`src/rtl/core/wlrs_pkg.sv`:
```
// Package for the wear-leveled record store.
// Shared constants, register indexes and the configuration struct.
// No dependencies.
`default_nettype none

package wlrs_pkg;

  localparam int DEF_STORE_BYTES      = 256;
  localparam int DEF_MAX_RECORD_BYTES = 32;

  localparam int BYTE_W     = 8;
  localparam int CFG_IDX_W  = 2;
  localparam int CFG_DATA_W = 8;
  localparam int SIZE_W     = 6;
  localparam int SLOTS_W    = 8;
  localparam int START_W    = 8;

  // register indexes on the config port
  localparam logic [CFG_IDX_W-1:0] CFG_REGION_START = 2'd0;
  localparam logic [CFG_IDX_W-1:0] CFG_RECORD_SIZE  = 2'd1;
  localparam logic [CFG_IDX_W-1:0] CFG_RECORD_SLOTS = 2'd2;

  localparam logic [START_W-1:0] RST_REGION_START = 8'd0;
  localparam logic [SIZE_W-1:0]  RST_RECORD_SIZE  = 6'd4;
  localparam logic [SLOTS_W-1:0] RST_RECORD_SLOTS = 8'd4;

  // action codes of an input item
  localparam logic ACT_LOAD = 1'b0;
  localparam logic ACT_SAVE = 1'b1;

  localparam logic [BYTE_W-1:0] BYTE_ERASED = 8'hFF;
  localparam logic [BYTE_W-1:0] BYTE_LOW7   = 8'h7F;

  // effective (clamped) configuration seen by the sequencer
  typedef struct packed {
    logic [START_W-1:0] region_start;
    logic [SIZE_W-1:0]  record_size;
    logic [SLOTS_W-1:0] record_slots;
  } wlrs_cfg_t;

endpackage

`default_nettype wire

```
`src/rtl/core/wlrs_if.sv`:
```
// Handshake channels of the wear-leveled record store.
// Depends on nothing; payload widths are fixed by the item fields.
`default_nettype none

interface wlrs_in_if;
  logic       valid;
  logic       ready;
  logic       action;
  logic [7:0] data_byte;

  modport source (output valid, output action, output data_byte, input ready);
  modport sink   (input valid, input action, input data_byte, output ready);
endinterface

interface wlrs_out_if;
  logic       valid;
  logic       ready;
  logic [7:0] out_byte;
  logic       found;
  logic       saved;
  logic       last_of_run;

  modport source (output valid, output out_byte, output found, output saved,
                  output last_of_run, input ready);
  modport sink   (input valid, input out_byte, input found, input saved,
                  input last_of_run, output ready);
endinterface

`default_nettype wire

```
`src/rtl/core/wlrs_ram.sv`:
```
// Generic single-clock RAM: one write port, one registered read port.
// No dependencies.
`default_nettype none

module wlrs_ram #(
  parameter  int WIDTH = 8,
  parameter  int DEPTH = 256,
  localparam int AW    = (DEPTH > 1) ? $clog2(DEPTH) : 1
) (
  input  wire logic             clk,
  input  wire logic             we,
  input  wire logic [AW-1:0]    waddr,
  input  wire logic [WIDTH-1:0] wdata,
  input  wire logic             re,
  input  wire logic [AW-1:0]    raddr,
  output logic      [WIDTH-1:0] rdata
);

  logic [WIDTH-1:0] mem [DEPTH];

  always_ff @(posedge clk) begin
    if (we) begin
      mem[waddr] <= wdata;
    end
    if (re) begin
      rdata <= mem[raddr];
    end
  end

endmodule

`default_nettype wire

```
`src/rtl/core/wlrs_ctrl.sv`:
```
// Sequencer of the wear-leveled record store: clear, scan, load, compare and copy.
// Drives the store and staging RAMs; uses wlrs_pkg and the wlrs_if channels.
`default_nettype none

module wlrs_ctrl #(
  parameter  int STORE_BYTES      = wlrs_pkg::DEF_STORE_BYTES,
  parameter  int MAX_RECORD_BYTES = wlrs_pkg::DEF_MAX_RECORD_BYTES,
  localparam int SAW = $clog2(STORE_BYTES),
  localparam int IW  = (MAX_RECORD_BYTES > 1) ? $clog2(MAX_RECORD_BYTES) : 1
) (
  input  wire logic               clk,
  input  wire logic               rst_n,
  input  wire wlrs_pkg::wlrs_cfg_t cfg,
  wlrs_in_if.sink                 in_ch,
  wlrs_out_if.source              out_ch,
  // store RAM
  output logic                    st_we,
  output logic [SAW-1:0]          st_waddr,
  output logic [7:0]              st_wdata,
  output logic                    st_re,
  output logic [SAW-1:0]          st_raddr,
  input  wire logic [7:0]         st_rdata,
  // staging RAM
  output logic                    sg_we,
  output logic [IW-1:0]           sg_waddr,
  output logic [7:0]              sg_wdata,
  output logic                    sg_re,
  output logic [IW-1:0]           sg_raddr,
  input  wire logic [7:0]         sg_rdata
);

  // position arithmetic must hold start + size*slots and addr + 2*size
  localparam int PW = ((SAW > 14) ? SAW : 14) + 2;
  localparam int XW = (IW > wlrs_pkg::SIZE_W) ? IW : wlrs_pkg::SIZE_W;
  localparam logic [PW-1:0]  STORE_LIM = PW'(STORE_BYTES);
  localparam logic [SAW-1:0] CLR_LAST  = SAW'(STORE_BYTES - 1);

  typedef enum logic [13:0] {
    S_CLEAR   = 14'b00000000000001,
    S_IDLE    = 14'b00000000000010,
    S_SETUP   = 14'b00000000000100,
    S_SCAN_RD = 14'b00000000001000,
    S_SCAN_WT = 14'b00000000010000,
    S_PICK    = 14'b00000000100000,
    S_CMP_RD  = 14'b00000001000000,
    S_CMP_WT  = 14'b00000010000000,
    S_MARK    = 14'b00000100000000,
    S_CP_RD   = 14'b00001000000000,
    S_CP_WT   = 14'b00010000000000,
    S_LD_RD   = 14'b00100000000000,
    S_LD_WT   = 14'b01000000000000,
    S_DONE    = 14'b10000000000000
  } state_t;

  state_t          state_r, state_nxt;
  logic            op_save_r, op_save_nxt;
  logic            found_r, found_nxt;
  logic            saved_r, saved_nxt;
  logic [PW-1:0]   cur_r, cur_nxt;
  logic [PW-1:0]   start_r, start_nxt;
  logic [PW-1:0]   end_r, end_nxt;
  logic [wlrs_pkg::SIZE_W-1:0] sz_r, sz_nxt;
  logic [XW-1:0]   idx_r, idx_nxt;
  logic [XW-1:0]   cnt_r, cnt_nxt;
  logic [SAW-1:0]  clr_r, clr_nxt;

  logic            out_valid_r, out_valid_nxt;
  logic [7:0]      out_byte_r, out_byte_nxt;
  logic            out_found_r, out_found_nxt;
  logic            out_saved_r, out_saved_nxt;
  logic            out_last_r, out_last_nxt;

  logic            accept;
  logic            out_free;
  logic            load_out;
  logic [PW-1:0]   sz_ext;
  logic [PW-1:0]   next_a;
  logic [PW-1:0]   cur_idx;
  logic            fits_cur;
  logic            fits_start;
  logic            fits_next;
  logic            idx_last;
  logic [7:0]      old_b;
  logic [7:0]      new_b;
  logic [XW-1:0]   cnt_inc;

  assign in_ch.ready        = (state_r == S_IDLE);
  assign accept             = in_ch.valid && in_ch.ready;
  assign out_ch.valid       = out_valid_r;
  assign out_ch.out_byte    = out_byte_r;
  assign out_ch.found       = out_found_r;
  assign out_ch.saved       = out_saved_r;
  assign out_ch.last_of_run = out_last_r;
  assign out_free           = !out_valid_r || out_ch.ready;

  assign sz_ext     = PW'(sz_r);
  assign next_a     = cur_r + sz_ext;
  assign cur_idx    = cur_r + PW'(idx_r);
  assign fits_cur   = (cur_r + sz_ext) <= STORE_LIM;
  assign fits_start = (start_r + sz_ext) <= STORE_LIM;
  assign fits_next  = (next_a + sz_ext) <= STORE_LIM;
  assign idx_last   = (idx_r + XW'(1)) == XW'(sz_r);
  assign cnt_inc    = cnt_r + XW'(1);
  // byte 0 is compared and written with its flag bit masked
  assign old_b      = (idx_r == '0) ? (st_rdata & wlrs_pkg::BYTE_LOW7) : st_rdata;
  assign new_b      = (idx_r == '0) ? (sg_rdata & wlrs_pkg::BYTE_LOW7) : sg_rdata;

  always_comb begin
    state_nxt     = state_r;
    op_save_nxt   = op_save_r;
    found_nxt     = found_r;
    saved_nxt     = saved_r;
    cur_nxt       = cur_r;
    start_nxt     = start_r;
    end_nxt       = end_r;
    sz_nxt        = sz_r;
    idx_nxt       = idx_r;
    cnt_nxt       = cnt_r;
    clr_nxt       = clr_r;
    load_out      = 1'b0;
    out_byte_nxt  = out_byte_r;
    out_found_nxt = out_found_r;
    out_saved_nxt = out_saved_r;
    out_last_nxt  = out_last_r;
    st_we         = 1'b0;
    st_waddr      = SAW'(cur_idx);
    st_wdata      = new_b;
    st_re         = 1'b0;
    st_raddr      = SAW'(cur_idx);
    sg_we         = 1'b0;
    sg_waddr      = cnt_r[IW-1:0];
    sg_wdata      = in_ch.data_byte;
    sg_re         = 1'b0;
    sg_raddr      = idx_r[IW-1:0];

    unique case (state_r)
      S_CLEAR: begin
        st_we    = 1'b1;
        st_waddr = clr_r;
        st_wdata = wlrs_pkg::BYTE_ERASED;
        clr_nxt  = clr_r + SAW'(1);
        if (clr_r == CLR_LAST) begin
          state_nxt = S_IDLE;
        end
      end
      S_IDLE: begin
        if (accept) begin
          if (in_ch.action == wlrs_pkg::ACT_SAVE) begin
            sg_we = 1'b1;
            if (cnt_inc >= XW'(cfg.record_size)) begin
              cnt_nxt     = '0;
              op_save_nxt = 1'b1;
              state_nxt   = S_SETUP;
            end else begin
              cnt_nxt = cnt_inc;
            end
          end else begin
            op_save_nxt = 1'b0;
            state_nxt   = S_SETUP;
          end
        end
      end
      S_SETUP: begin
        sz_nxt    = cfg.record_size;
        start_nxt = PW'(cfg.region_start);
        cur_nxt   = PW'(cfg.region_start);
        end_nxt   = PW'(cfg.region_start) + PW'(cfg.record_size) * PW'(cfg.record_slots);
        found_nxt = 1'b0;
        saved_nxt = 1'b0;
        idx_nxt   = '0;
        state_nxt = S_SCAN_RD;
      end
      S_SCAN_RD: begin
        if (cur_r < end_r && fits_cur) begin
          st_re     = 1'b1;
          st_raddr  = SAW'(cur_r);
          state_nxt = S_SCAN_WT;
        end else begin
          state_nxt = S_PICK;
        end
      end
      S_SCAN_WT: begin
        if (!st_rdata[7]) begin
          found_nxt = 1'b1;
          state_nxt = S_PICK;
        end else begin
          cur_nxt   = next_a;
          state_nxt = S_SCAN_RD;
        end
      end
      S_PICK: begin
        idx_nxt = '0;
        if (!op_save_r) begin
          state_nxt = found_r ? S_LD_RD : S_DONE;
        end else if (found_r) begin
          state_nxt = S_CMP_RD;
        end else begin
          // no current record: the first slot stands in as the old one
          cur_nxt   = start_r;
          state_nxt = fits_start ? S_CMP_RD : S_DONE;
        end
      end
      S_CMP_RD: begin
        st_re     = 1'b1;
        sg_re     = 1'b1;
        state_nxt = S_CMP_WT;
      end
      S_CMP_WT: begin
        if (old_b != new_b) begin
          state_nxt = S_MARK;
        end else if (idx_last) begin
          state_nxt = S_DONE;
        end else begin
          idx_nxt   = idx_r + XW'(1);
          state_nxt = S_CMP_RD;
        end
      end
      S_MARK: begin
        st_we     = 1'b1;
        st_waddr  = SAW'(cur_r);
        st_wdata  = wlrs_pkg::BYTE_ERASED;
        saved_nxt = 1'b1;
        idx_nxt   = '0;
        cur_nxt   = (next_a >= end_r || !fits_next) ? start_r : next_a;
        state_nxt = S_CP_RD;
      end
      S_CP_RD: begin
        sg_re     = 1'b1;
        state_nxt = S_CP_WT;
      end
      S_CP_WT: begin
        st_we = 1'b1;
        if (idx_last) begin
          state_nxt = S_DONE;
        end else begin
          idx_nxt   = idx_r + XW'(1);
          state_nxt = S_CP_RD;
        end
      end
      S_LD_RD: begin
        // read only once the output register can take the byte
        if (out_free) begin
          st_re     = 1'b1;
          state_nxt = S_LD_WT;
        end
      end
      S_LD_WT: begin
        load_out      = 1'b1;
        out_byte_nxt  = old_b;
        out_found_nxt = 1'b1;
        out_saved_nxt = 1'b0;
        out_last_nxt  = idx_last;
        if (idx_last) begin
          state_nxt = S_IDLE;
        end else begin
          idx_nxt   = idx_r + XW'(1);
          state_nxt = S_LD_RD;
        end
      end
      S_DONE: begin
        if (out_free) begin
          load_out      = 1'b1;
          out_byte_nxt  = '0;
          out_found_nxt = found_r;
          out_saved_nxt = saved_r;
          out_last_nxt  = 1'b1;
          state_nxt     = S_IDLE;
        end
      end
      default: begin
        state_nxt = S_IDLE;
      end
    endcase

    out_valid_nxt = (out_valid_r && !out_ch.ready) || load_out;
  end

  always_ff @(posedge clk) begin
    if (!rst_n) begin
      state_r     <= S_CLEAR;
      op_save_r   <= 1'b0;
      found_r     <= 1'b0;
      saved_r     <= 1'b0;
      cnt_r       <= '0;
      idx_r       <= '0;
      clr_r       <= '0;
      out_valid_r <= 1'b0;
    end else begin
      state_r     <= state_nxt;
      op_save_r   <= op_save_nxt;
      found_r     <= found_nxt;
      saved_r     <= saved_nxt;
      cnt_r       <= cnt_nxt;
      idx_r       <= idx_nxt;
      clr_r       <= clr_nxt;
      out_valid_r <= out_valid_nxt;
    end
  end

  always_ff @(posedge clk) begin
    cur_r       <= cur_nxt;
    start_r     <= start_nxt;
    end_r       <= end_nxt;
    sz_r        <= sz_nxt;
    out_byte_r  <= out_byte_nxt;
    out_found_r <= out_found_nxt;
    out_saved_r <= out_saved_nxt;
    out_last_r  <= out_last_nxt;
  end

  a_out_no_overwrite: assert property (@(posedge clk) disable iff (!rst_n)
    load_out |-> out_free)
    else $error("result loaded while output register still full");

  a_stage_bound: assert property (@(posedge clk) disable iff (!rst_n)
    XW'(cnt_r) < XW'(MAX_RECORD_BYTES))
    else $error("staged count reached staging depth");

  a_no_write_on_load: assert property (@(posedge clk) disable iff (!rst_n)
    (state_r == S_LD_RD || state_r == S_LD_WT || state_r == S_SCAN_RD ||
     state_r == S_SCAN_WT) |-> !st_we)
    else $error("store written during scan or load");

  a_store_addr_range: assert property (@(posedge clk) disable iff (!rst_n)
    (st_we || st_re) |-> (PW'(st_we ? st_waddr : st_raddr) < STORE_LIM))
    else $error("store access beyond store end");

  a_last_save_starts: assert property (@(posedge clk) disable iff (!rst_n)
    (accept && in_ch.action == wlrs_pkg::ACT_SAVE && cnt_nxt == '0) |=>
      (state_r == S_SETUP))
    else $error("completed record did not start a save");

endmodule

`default_nettype wire

```
`src/rtl/core/wear_leveled_record_store.sv`:
```
// Wear-leveled record store: a ring of fixed-size record slots in a byte
// store that is erased to 0xFF; the current record is the first slot whose
// byte 0 has bit 7 clear.
// Channels: in_ch takes items {action, data_byte}; a load item (action 0)
// returns record_size items, byte 0 with bit 7 cleared, or one not-found
// item. Save items carry a record byte by byte; the last byte yields one
// item telling whether a current record was found and whether a write
// happened. out_ch carries {out_byte, found, saved, last_of_run}.
// Configuration: cfg_we / cfg_idx / cfg_wdata write region_start,
// record_size and record_slots; write only while the block is idle.
// Timing: a save byte that is not the last is taken in one cycle. Every
// other item costs 2 setup cycles, 2 per slot looked at by the scan (one
// store read each) and 1 to pick the slot (2 if the scan runs off the ring),
// then 2 per byte loaded, or 2 per byte compared plus 1 + 2*record_size when
// a new record is written, plus 1 to post a save or not-found result. The
// one-cycle registered store read sets these figures.
// Reset: the store is erased by a pass of STORE_BYTES cycles, one byte a
// cycle, during which in_ch.ready is low; config writes are taken as ever.
// A stalled receiver holds the result in the output register; a load then
// waits, and a new item is taken once the final result is registered.
`default_nettype none

module wear_leveled_record_store #(
  parameter int STORE_BYTES      = wlrs_pkg::DEF_STORE_BYTES,
  parameter int MAX_RECORD_BYTES = wlrs_pkg::DEF_MAX_RECORD_BYTES
) (
  input  wire logic                              clk,
  input  wire logic                              rst_n,
  wlrs_in_if.sink                                in_ch,
  wlrs_out_if.source                             out_ch,
  input  wire logic                              cfg_we,
  input  wire logic [wlrs_pkg::CFG_IDX_W-1:0]    cfg_idx,
  input  wire logic [wlrs_pkg::CFG_DATA_W-1:0]   cfg_wdata
);

  localparam int SAW = $clog2(STORE_BYTES);
  localparam int IW  = (MAX_RECORD_BYTES > 1) ? $clog2(MAX_RECORD_BYTES) : 1;

  logic [wlrs_pkg::START_W-1:0] region_start_r;
  logic [wlrs_pkg::SIZE_W-1:0]  record_size_r;
  logic [wlrs_pkg::SLOTS_W-1:0] record_slots_r;
  wlrs_pkg::wlrs_cfg_t          cfg_eff;

  logic           st_we, st_re, sg_we, sg_re;
  logic [SAW-1:0] st_waddr, st_raddr;
  logic [IW-1:0]  sg_waddr, sg_raddr;
  logic [7:0]     st_wdata, st_rdata, sg_wdata, sg_rdata;

  always_ff @(posedge clk) begin
    if (!rst_n) begin
      region_start_r <= wlrs_pkg::RST_REGION_START;
      record_size_r  <= wlrs_pkg::RST_RECORD_SIZE;
      record_slots_r <= wlrs_pkg::RST_RECORD_SLOTS;
    end else if (cfg_we) begin
      unique case (cfg_idx)
        wlrs_pkg::CFG_REGION_START: begin
          region_start_r <= cfg_wdata[wlrs_pkg::START_W-1:0];
        end
        wlrs_pkg::CFG_RECORD_SIZE: begin
          record_size_r <= cfg_wdata[wlrs_pkg::SIZE_W-1:0];
        end
        wlrs_pkg::CFG_RECORD_SLOTS: begin
          record_slots_r <= cfg_wdata[wlrs_pkg::SLOTS_W-1:0];
        end
        default: begin
        end
      endcase
    end
  end

  // clamp size to [1, MAX_RECORD_BYTES] and slots to at least 1
  always_comb begin
    cfg_eff.region_start = region_start_r;
    if (record_size_r == '0) begin
      cfg_eff.record_size = wlrs_pkg::SIZE_W'(1);
    end else if (9'(record_size_r) > 9'(MAX_RECORD_BYTES)) begin
      cfg_eff.record_size = wlrs_pkg::SIZE_W'(MAX_RECORD_BYTES);
    end else begin
      cfg_eff.record_size = record_size_r;
    end
    cfg_eff.record_slots = (record_slots_r == '0) ? wlrs_pkg::SLOTS_W'(1) : record_slots_r;
  end

  wlrs_ram #(
    .WIDTH (8),
    .DEPTH (STORE_BYTES)
  ) u_store (
    .clk   (clk),
    .we    (st_we),
    .waddr (st_waddr),
    .wdata (st_wdata),
    .re    (st_re),
    .raddr (st_raddr),
    .rdata (st_rdata)
  );

  wlrs_ram #(
    .WIDTH (8),
    .DEPTH (MAX_RECORD_BYTES)
  ) u_staging (
    .clk   (clk),
    .we    (sg_we),
    .waddr (sg_waddr),
    .wdata (sg_wdata),
    .re    (sg_re),
    .raddr (sg_raddr),
    .rdata (sg_rdata)
  );

  wlrs_ctrl #(
    .STORE_BYTES      (STORE_BYTES),
    .MAX_RECORD_BYTES (MAX_RECORD_BYTES)
  ) u_ctrl (
    .clk      (clk),
    .rst_n    (rst_n),
    .cfg      (cfg_eff),
    .in_ch    (in_ch),
    .out_ch   (out_ch),
    .st_we    (st_we),
    .st_waddr (st_waddr),
    .st_wdata (st_wdata),
    .st_re    (st_re),
    .st_raddr (st_raddr),
    .st_rdata (st_rdata),
    .sg_we    (sg_we),
    .sg_waddr (sg_waddr),
    .sg_wdata (sg_wdata),
    .sg_re    (sg_re),
    .sg_raddr (sg_raddr),
    .sg_rdata (sg_rdata)
  );

endmodule

`default_nettype wire
```
`src/flat_wrapper.sv`:
```
// flat-port wrapper written by rule: the top's interface ports become plain ports
module wear_leveled_record_store_flat 
#(
  parameter int STORE_BYTES      = wlrs_pkg::DEF_STORE_BYTES,
  parameter int MAX_RECORD_BYTES = wlrs_pkg::DEF_MAX_RECORD_BYTES
)
  (clk, rst_n, cfg_we, cfg_idx, cfg_wdata, in_ch_valid, in_ch_action, in_ch_data_byte, in_ch_ready, out_ch_valid, out_ch_out_byte, out_ch_found, out_ch_saved, out_ch_last_of_run, out_ch_ready);
  wlrs_in_if in_ch_i ();
  wlrs_out_if out_ch_i ();
  input  wire logic clk;
  input  wire logic rst_n;
  input  wire logic cfg_we;
  input  wire logic [wlrs_pkg::CFG_IDX_W-1:0] cfg_idx;
  input  wire logic [wlrs_pkg::CFG_DATA_W-1:0] cfg_wdata;
  input wire logic [$bits(in_ch_i.valid)-1:0] in_ch_valid;
  input wire logic [$bits(in_ch_i.action)-1:0] in_ch_action;
  input wire logic [$bits(in_ch_i.data_byte)-1:0] in_ch_data_byte;
  output wire logic [$bits(in_ch_i.ready)-1:0] in_ch_ready;
  output wire logic [$bits(out_ch_i.valid)-1:0] out_ch_valid;
  output wire logic [$bits(out_ch_i.out_byte)-1:0] out_ch_out_byte;
  output wire logic [$bits(out_ch_i.found)-1:0] out_ch_found;
  output wire logic [$bits(out_ch_i.saved)-1:0] out_ch_saved;
  output wire logic [$bits(out_ch_i.last_of_run)-1:0] out_ch_last_of_run;
  input wire logic [$bits(out_ch_i.ready)-1:0] out_ch_ready;
  assign in_ch_i.valid = in_ch_valid;
  assign in_ch_i.action = in_ch_action;
  assign in_ch_i.data_byte = in_ch_data_byte;
  assign in_ch_ready = in_ch_i.ready;
  assign out_ch_valid = out_ch_i.valid;
  assign out_ch_out_byte = out_ch_i.out_byte;
  assign out_ch_found = out_ch_i.found;
  assign out_ch_saved = out_ch_i.saved;
  assign out_ch_last_of_run = out_ch_i.last_of_run;
  assign out_ch_i.ready = out_ch_ready;
  wear_leveled_record_store #(.STORE_BYTES(STORE_BYTES), .MAX_RECORD_BYTES(MAX_RECORD_BYTES)) u_core (.clk(clk), .rst_n(rst_n), .in_ch(in_ch_i), .out_ch(out_ch_i), .cfg_we(cfg_we), .cfg_idx(cfg_idx), .cfg_wdata(cfg_wdata));
endmodule
```
`config.mk`:
```
export PLATFORM = sky130hd
export DESIGN_NAME = wear_leveled_record_store_flat
export DESIGN_NICKNAME = d
export VERILOG_FILES = /design/src/rtl/core/wlrs_pkg.sv /design/src/rtl/core/wlrs_if.sv /design/src/rtl/core/wlrs_ram.sv /design/src/rtl/core/wlrs_ctrl.sv /design/src/rtl/core/wear_leveled_record_store.sv /design/src/flat_wrapper.sv
export SDC_FILE = /design/constraint.sdc
export NUM_CORES = 2
export LEC_CHECK = 0
export BUFFER_PORTS_ARGS = -buffer_cell sky130_fd_sc_hd__buf_2
export CAP_MARGIN = 20
export CORE_MARGIN = 3
export CORE_UTILIZATION = 45
export DETAILED_ROUTE_END_ITERATION = 16
export GPL_TIMING_DRIVEN = 1
export HOLD_SLACK_MARGIN = 0.05
export PLACE_DENSITY = 0.57
export SYNTH_ARGS = -nofsm -noshare
export SYNTH_HDL_FRONTEND = slang
export SYNTH_SLANG_ARGS = --single-unit
```
`constraint.sdc`:
```
create_clock -name clk -period 6.9 [get_ports clk]
set_input_delay 0.345 -clock clk [delete_from_list [all_inputs] [get_ports clk]]
set_output_delay 0.345 -clock clk [all_outputs]
set_load 0.005 [all_outputs]
```
Yosys cells after proc, flatten, opt, wreduce, memory -nomap -nowiden
Memories as Yosys holds them, arrays and structs flattened. A register that Yosys moved wholly into a read port is not among the register bits.
Index checks and enable logic that the tools add are counted.
Storage, ports and cells
  bits in writable memories: 2304
  word-level logic and storage cells: 161
  bits in registers: 117
  memories kept: 2
  output and inout bits: 13
  input bits: 24
Cells by class
  reduce and logical (&&, ||, !) cells: 33
  add/sub/neg operators: 8
  $mul: 1
  order comparisons: 7
  eq/ne operators: 30
  muxes and demuxes: 61
Memories
  u_core.u_store.mem: words 256, bits a word 8, rd ports 1, clocked after memory_dff 1, write ports 1, line wlrs_ram.sv:19  | logic [WIDTH-1:0] mem [DEPTH];
  u_core.u_staging.mem: words 32, bits a word 8, rd ports 1, clocked after memory_dff 1, write ports 1, line wlrs_ram.sv:19
Operators with widths (number)
  $pmux W14 S14: 1
  $mux W14: 13
  $mux W16: 4
  $pmux W16 S4: 1
  $mux W8: 7
  $mux W6: 7
  $add A16 B6 Y16: 2
  $le A16 B9 Y1 const B: 2
  $pmux W8 S2: 2
  $pmux W6 S3: 1
  $mux W1: 17
  $ge A16 B16 Y1: 1
  $lt A16 B16 Y1: 1
  $add A8 B14 Y15: 1
  $eq A14 B1 Y1 const B: 1
  $eq A14 B10 Y1 const B: 1
  $eq A14 B11 Y1 const B: 1
  $eq A14 B12 Y1 const B: 1
  $eq A14 B13 Y1 const B: 1
  $eq A14 B14 Y1 const B: 1
  $eq A14 B2 Y1 const B: 1
  $eq A14 B3 Y1 const B: 1
  $eq A14 B4 Y1 const B: 1
  $eq A14 B5 Y1 const B: 1
  other kinds (38): 70

Logic depth before layout (Yosys ltp)
  word-level depth: 8
  mapped depth: 24
  gate-level depth less buffers: 24

Cells and area by module
Synthesis repeated with hierarchy kept, for this count alone.
Second synthesis, totals
  cells, all modules: 5209
  area total of the unflattened synthesis: 99410.3 µm²
By module, submodules not included
  wlrs_ram (u_core.u_store): cells an instance 3733, area an instance 79636.4 µm², sequential area each 61739.2 µm², times used 1
  wlrs_ram (u_core.u_staging): cells an instance 417, area an instance 10133.5 µm², sequential area each 7927.6 µm², times used 1
  wlrs_ctrl: cells an instance 958, area an instance 8713.4 µm², sequential area each 2442.3 µm², times used 1
  wear_leveled_record_store: cells an instance 101, area an instance 927.1 µm², sequential area each 440.4 µm², times used 1

Worst setup path before layout
Ideal clock, no wire load.
  path type: register to register
  start: reg u_core.u_ctrl.state_r[5]
  end: mem u_core.u_store.mem[0][0] (data pin)
  period minus slack after synthesis: 6.276 ns
  setup slack: 0.624 ns
  library setup time: 0.830 ns
  buffers on the path: 2
  cell stages (with the launch flop): 7
  data required time: 6.070 ns
  arrival time: 5.445 ns
  path through: dfxtp_1 -> or4_1 -> or4b_2 -> nor3b_1 -> clkbuf_1 -> clkbuf_1 -> or3_1
Between the ends
  cells in the longest elaborated chain, start to end: 3
  elaborated cells on any way between the ends: 4
  classes of those cells: eq/ne (2); mux (1); reduce/logical (1)
RTL lines
  from (decl): line wlrs_ctrl.sv:55  | state_t state_r, state_nxt;
  from (signal assigned): line wlrs_ctrl.sv:289  | state_r <= state_nxt;
  $eq A14 B9 Y1 / $eq A14 B1 Y1 (equally long branches): line wlrs_ctrl.sv:136  | unique case (state_r)
  $reduce_or A2 Y1 (no line) (*)
  $mux W8 (*): line wlrs_ctrl.sv:136
  net u_core.st_wdata[0]: line wear_leveled_record_store.sv:47  | logic [7:0] st_wdata, st_rdata, sg_wdata, sg_rdata;
  to (decl): line wlrs_ram.sv:19
The timed path passes the listed nets; every way through them passes the cells marked *.

Final worst setup path
  start: reg u_core.u_ctrl.sz_r[0] (netlist bit)
  end: reg u_core.u_store.rdata[5], read port of u_core.u_store.mem (data pin)
Between the ends
  cells in the longest elaborated chain, start to end: 5
  elaborated cells on any way between the ends: 7
  classes of those cells: add/sub (1); order compare (1); mux (4); reduce/logical (1)
RTL lines
  from (decl): line wlrs_ctrl.sv:62  | logic [wlrs_pkg::SIZE_W-1:0] sz_r, sz_nxt;
  from (signal assigned): line wlrs_ctrl.sv:304  | sz_r <= sz_nxt;
  $add A16 B6 Y16 (*): line wlrs_ctrl.sv:99  | assign fits_cur = (cur_r + sz_ext) <= STORE_LIM;
  $le A16 B9 Y1 (*): line wlrs_ctrl.sv:99
  $logic_and A1 B1 Y1 (*): line wlrs_ctrl.sv:174  | if (cur_r < end_r && fits_cur) begin
  $mux W1 / $mux W8 (equally long branches): line wlrs_ctrl.sv:174
  $pmux W1 S3 / $mux W8 (equally long branches): line wlrs_ctrl.sv:136
  to (decl): line wlrs_ram.sv:16  | output logic [WIDTH-1:0] rdata
Mark *: on every way between the ends. The rest lies on a longest branch, timed or not.
A chain may end at the register's enable or synchronous reset.

==> results.yml <==
timing:
  finClkSkew_ps: 62.4
  fin_crit_sh: 0.962
  final-setup-viol-count: 0
  finalCriticalPeriod_ps: 6640
  whs_ps: 271
  relSlewSlack: 0.239
  finalMaxSlewViolations: 0
  max_freq_ghz: 0.151
  hold_violations: 0
  rsz0062_at_grt: "false"
  worstMarginPinSlew_ps: 1140
routing:
  finalWirelength_um: 336000
  first_pass_iters: 8
  routed_via_density: 6.27
  drt-wirelength-per-cell_um: 31.3
  ant_nets: 0
  post-route-drc-count: 0
  num_vias: 67400
  drt_iter0_drc: 8394
place:
  placed_cells_incl_taps: 10200
  portBuffers: 36
  hpwl_um: 209000
  place.gp.congestion: 0.910
finish:
  fillCellCount: 19100
  drive_above_1_share: 0.124
  final-seq-area_mm2: 0.0726
  fin_cells: 10700
  fin_nets: 7680
  syn_to_final_growth_pct: 13.4
  multiInputGateArea_mm2: 0.0293
grt:
  grt_max_degree: 178
  grt_pass1_vias: 64800
  track_usage: 0.278
  grt.overflow.total: 0
  antenna_found_initial: 11
  grt_first_pass_wirelength_um: 479000
power_and_ir_drop:
  p_sw_mw: 6.68
  p_leak_nw: 39.1
  pwr_density_cell_mw_per_mm2: 263
  combinationalPowerShare: 0.033
  p_seq_frac: 0.531
  ir_drop_uv: 244
  swShare: 0.215
  intPower_mw: 24.4
  p_clk_frac: 0.435
clock_network:
  htreeDepth: 5
  clock_latency_ps: 920
  cts_buffers: 279
  clockRootBuffer: "clkbuf_16"
  clock-sinks: 2436
  cts_tree: "built"
  clock_path_buffers: 4
  clk_pin_slew_ps: 60
yosys:
  synth_top_cell_by_area: "edfxtp_1"
  syn_inst: 7301
  synthFlopType: "edfxtp_1"
  async_reset_ff_frac: 0
  synth-seq-cells: 2436
  synth_top_area_frac: 0.684
  netlist-cell-type-count: 102
  yosysWarnings: 0
  synth.most_common_cell: "edfxtp_1"
  synth_edf_count: 2376
  synth_area_mm2: 0.104
  syn_nets: 7463
  synthTopCellsByArea: "edfxtp_1 68%, mux2i_1 4.9%, nand2_1 2.9%, a21oi_1 2.4%, mux4_2 1.8%"
  ys_top_cells_by_count: "2376 x edfxtp_1, 811 x nand2_1, 511 x mux2i_1, 506 x a21oi_1, 436 x nor2_1"
  ys_seq_area_frac: 0.696
  syn-mean-instance-area_um2: 14.3
die:
  die-area_mm2: 0.238
  die_h_um: 487
  start_util: 0.453
  core_area_mm2: 0.230
  dieWidth_um: 487
  rows: 176
  pin_count: 37
worst_hold_path:
  hold_class: "in -> reg"
  hold_start: "cfg_wdata[1]"
  min_to: "u_core.record_slots_r[1]$_SDFFE_PN0P_"
  holdPathStages: 4
worst_setup_path:
  rrSetupSlack_ps: 260
  rr_worst_depth: 21
  rr_endpoint: "u_core.u_store.rdata[5]$_DFFE_PP_"
  required_ps: 7550
  crit_slowest_cell: "nor4_1"
  reg2reg_from: "u_core.u_ctrl.sz_r[0]$_DFFE_PP_"
  critical_path_arrival_ps: 7290
  path_cells: "ha_1, inv_1, fa_1, nand2b_1, a211oi_4, o21ai_1, xor2_1, inv_2, nor4_1, buf_4, and4_4, buf_12, buf_4, mux2i_4, buf_12, buf_4, a21oi_1, nor4_1, o21ai_0, o32a_1, a32o_1"
  crit_top_cell: "buf_4"
  endpoint_kind: "register"
  cpPeakStageDelay_ps: 720
  cp_max_fo: 23
  criticalPathCategory: "reg -> reg"
  startpoint_type: "register"
flow_run:
  maxCapViolations: 0
run_status:
  status: "completed"
## final cells by class
type,instances,area share
clock buffers,352,0.0627
repair buffers,426,0.0341
flip-flops and latches,2436,0.614
diodes,13,0.000275
inverters,108,0.00343
clock inverters,114,0.00581
well taps,3026,0.0320
multi-input cells,4267,0.248
## power groups by stage
| stage | clock, mW | combinational (mW) | sequential [mW] |
|---|---|---|---|
| finish | 13.6 | 1.03 | 16.5 |
| global route | 14.3 | 1.07 | 16.5 |
| CTS | 13.7 | 1.02 | 16.5 |
| detailed placement | 0 | 1.01 | 16.9 |
| global placement | 0 | 0.976 | 16.8 |
| floorplan | 0 | 0.401 | 16.9 |
## worst max-delay path, delay by kind of cell (launching register included)
family | cells | cell delay, ps
AOI/OAI and AO/OA | 6 | 1690
xor gates and xnor gates | 1 | 450
adders and majority gates | 2 | 640
buffers and inverters | 7 | 1240
DFF | 1 | 460
muxes | 1 | 300
and+or+nand+nor | 4 | 1570
## cell usage in the layout (no fill, tap or decap), types with 53 or more instances in the layout
master and count:
and2_1 65, nor2_1 435, o221ai_1 56, clkbuf_1 65, edfxtp_1 2376, o21ai_0 254, nor3_1 70, dfxtp_1 58
nor2b_1 152, buf_12 62, buf_4 293, a22oi_1 55, mux2i_1 504, a31oi_1 53, ha_1 103, inv_1 102
clkinv_1 59, a2111oi_0 207, nor4_1 91, clkbuf_16 286, nand3_1 119, a21oi_1 505, mux4_2 84, nand2_1 805
## through the flow
step | setup TNS, ps | worst slack (ps) | instance area [um^2] | power (mW) | utilization
after CTS | 0 | 0.886 | 118000 | 31.3 | 0.513
final | 0 | 262 | 118000 | 31.1 | 0.514
after global placement | -578 | -416 | 110000 | 17.8 | 0.476
after floorplan | 0 | 624 | 104000 | 17.3 | -
after detailed placement | -181 | -139 | 110000 | 17.9 | 0.476
after global routing | 0 | 104 | 118000 | 31.9 | 0.514
## sequential cells by signal (all words and copies together), names as in the netlist, 6 cells and up
name                           flops
u_core.record_size_r               6
u_core.record_slots_r              8
u_core.region_start_r              8
u_core.u_ctrl.clr_r                8
u_core.u_ctrl.cnt_r                6
u_core.u_ctrl.cur_r               16
u_core.u_ctrl.end_r               15
u_core.u_ctrl.idx_r                6
u_core.u_ctrl.out_ch.out_byte      8
u_core.u_ctrl.start_r              8
u_core.u_ctrl.state_r             14
u_core.u_ctrl.sz_r                 6
u_core.u_staging.mem             256
u_core.u_staging.rdata             8
u_core.u_store.mem              2048
u_core.u_store.rdata               8
## cells by family (layout without fill, tap and decap cells)
family / after synthesis / after routing / share of synthesized area
other cells: 0 / 13 / 0
xor+xnor: 69 / 69 / 0.00608
compound gates: 1524 / 1524 / 0.0972
buf+inv: 599 / 1000 / 0.0266
fa+ha+maj: 138 / 138 / 0.0190
simple gates: 1886 / 1886 / 0.0823
flops: 2436 / 2436 / 0.696
mux: 649 / 650 / 0.0731
## worst max-delay path by stage
stage,from,end,slack [ps],depth (start not counted)
6_report,u_core.u_ctrl.sz_r[0]$_DFFE_PP_,u_core.u_store.rdata[5]$_DFFE_PP_,260,21
4_1_cts,u_core.u_ctrl.sz_r[0]$_DFFE_PP_,u_core.u_store.rdata[7]$_DFFE_PP_,0.9,19
5_1_grt,u_core.u_ctrl.sz_r[0]$_DFFE_PP_,u_core.u_store.rdata[7]$_DFFE_PP_,100,19
3_3_place_gp,u_core.u_ctrl.sz_r[0]$_DFFE_PP_,u_core.u_store.rdata[0]$_DFFE_PP_,-420,19
2_1_floorplan,u_core.u_ctrl.state_r[5]$_SDFFE_PN0P_,u_core.u_store.mem[0][0]$_DFFE_PP_,620,6
3_5_place_dp,u_core.u_ctrl.sz_r[0]$_DFFE_PP_,u_core.u_store.rdata[7]$_DFFE_PP_,-140,19
## what timing repair did
item | 4_1_cts | 5_1_grt
gates cloned | 0 | 1
pin swaps | 1 | 2
buffers inserted | 5 | 3
resized for setup | 0 | 6
endpoints found under the hold margin | 296 | 0
hold buffers | 28 | 0
setup endpoints to repair | 2 | 8
## layer usage
layer,part of all wire,GRT usage,wire length [um]
met3,0.095,0.0569,32000
met4,0.051,0.125,17300
met2,0.45,0.423,152000
met5,0.00016,0,55
met1,0.40,0.385,135000
(Power assumes the default switching activity.)
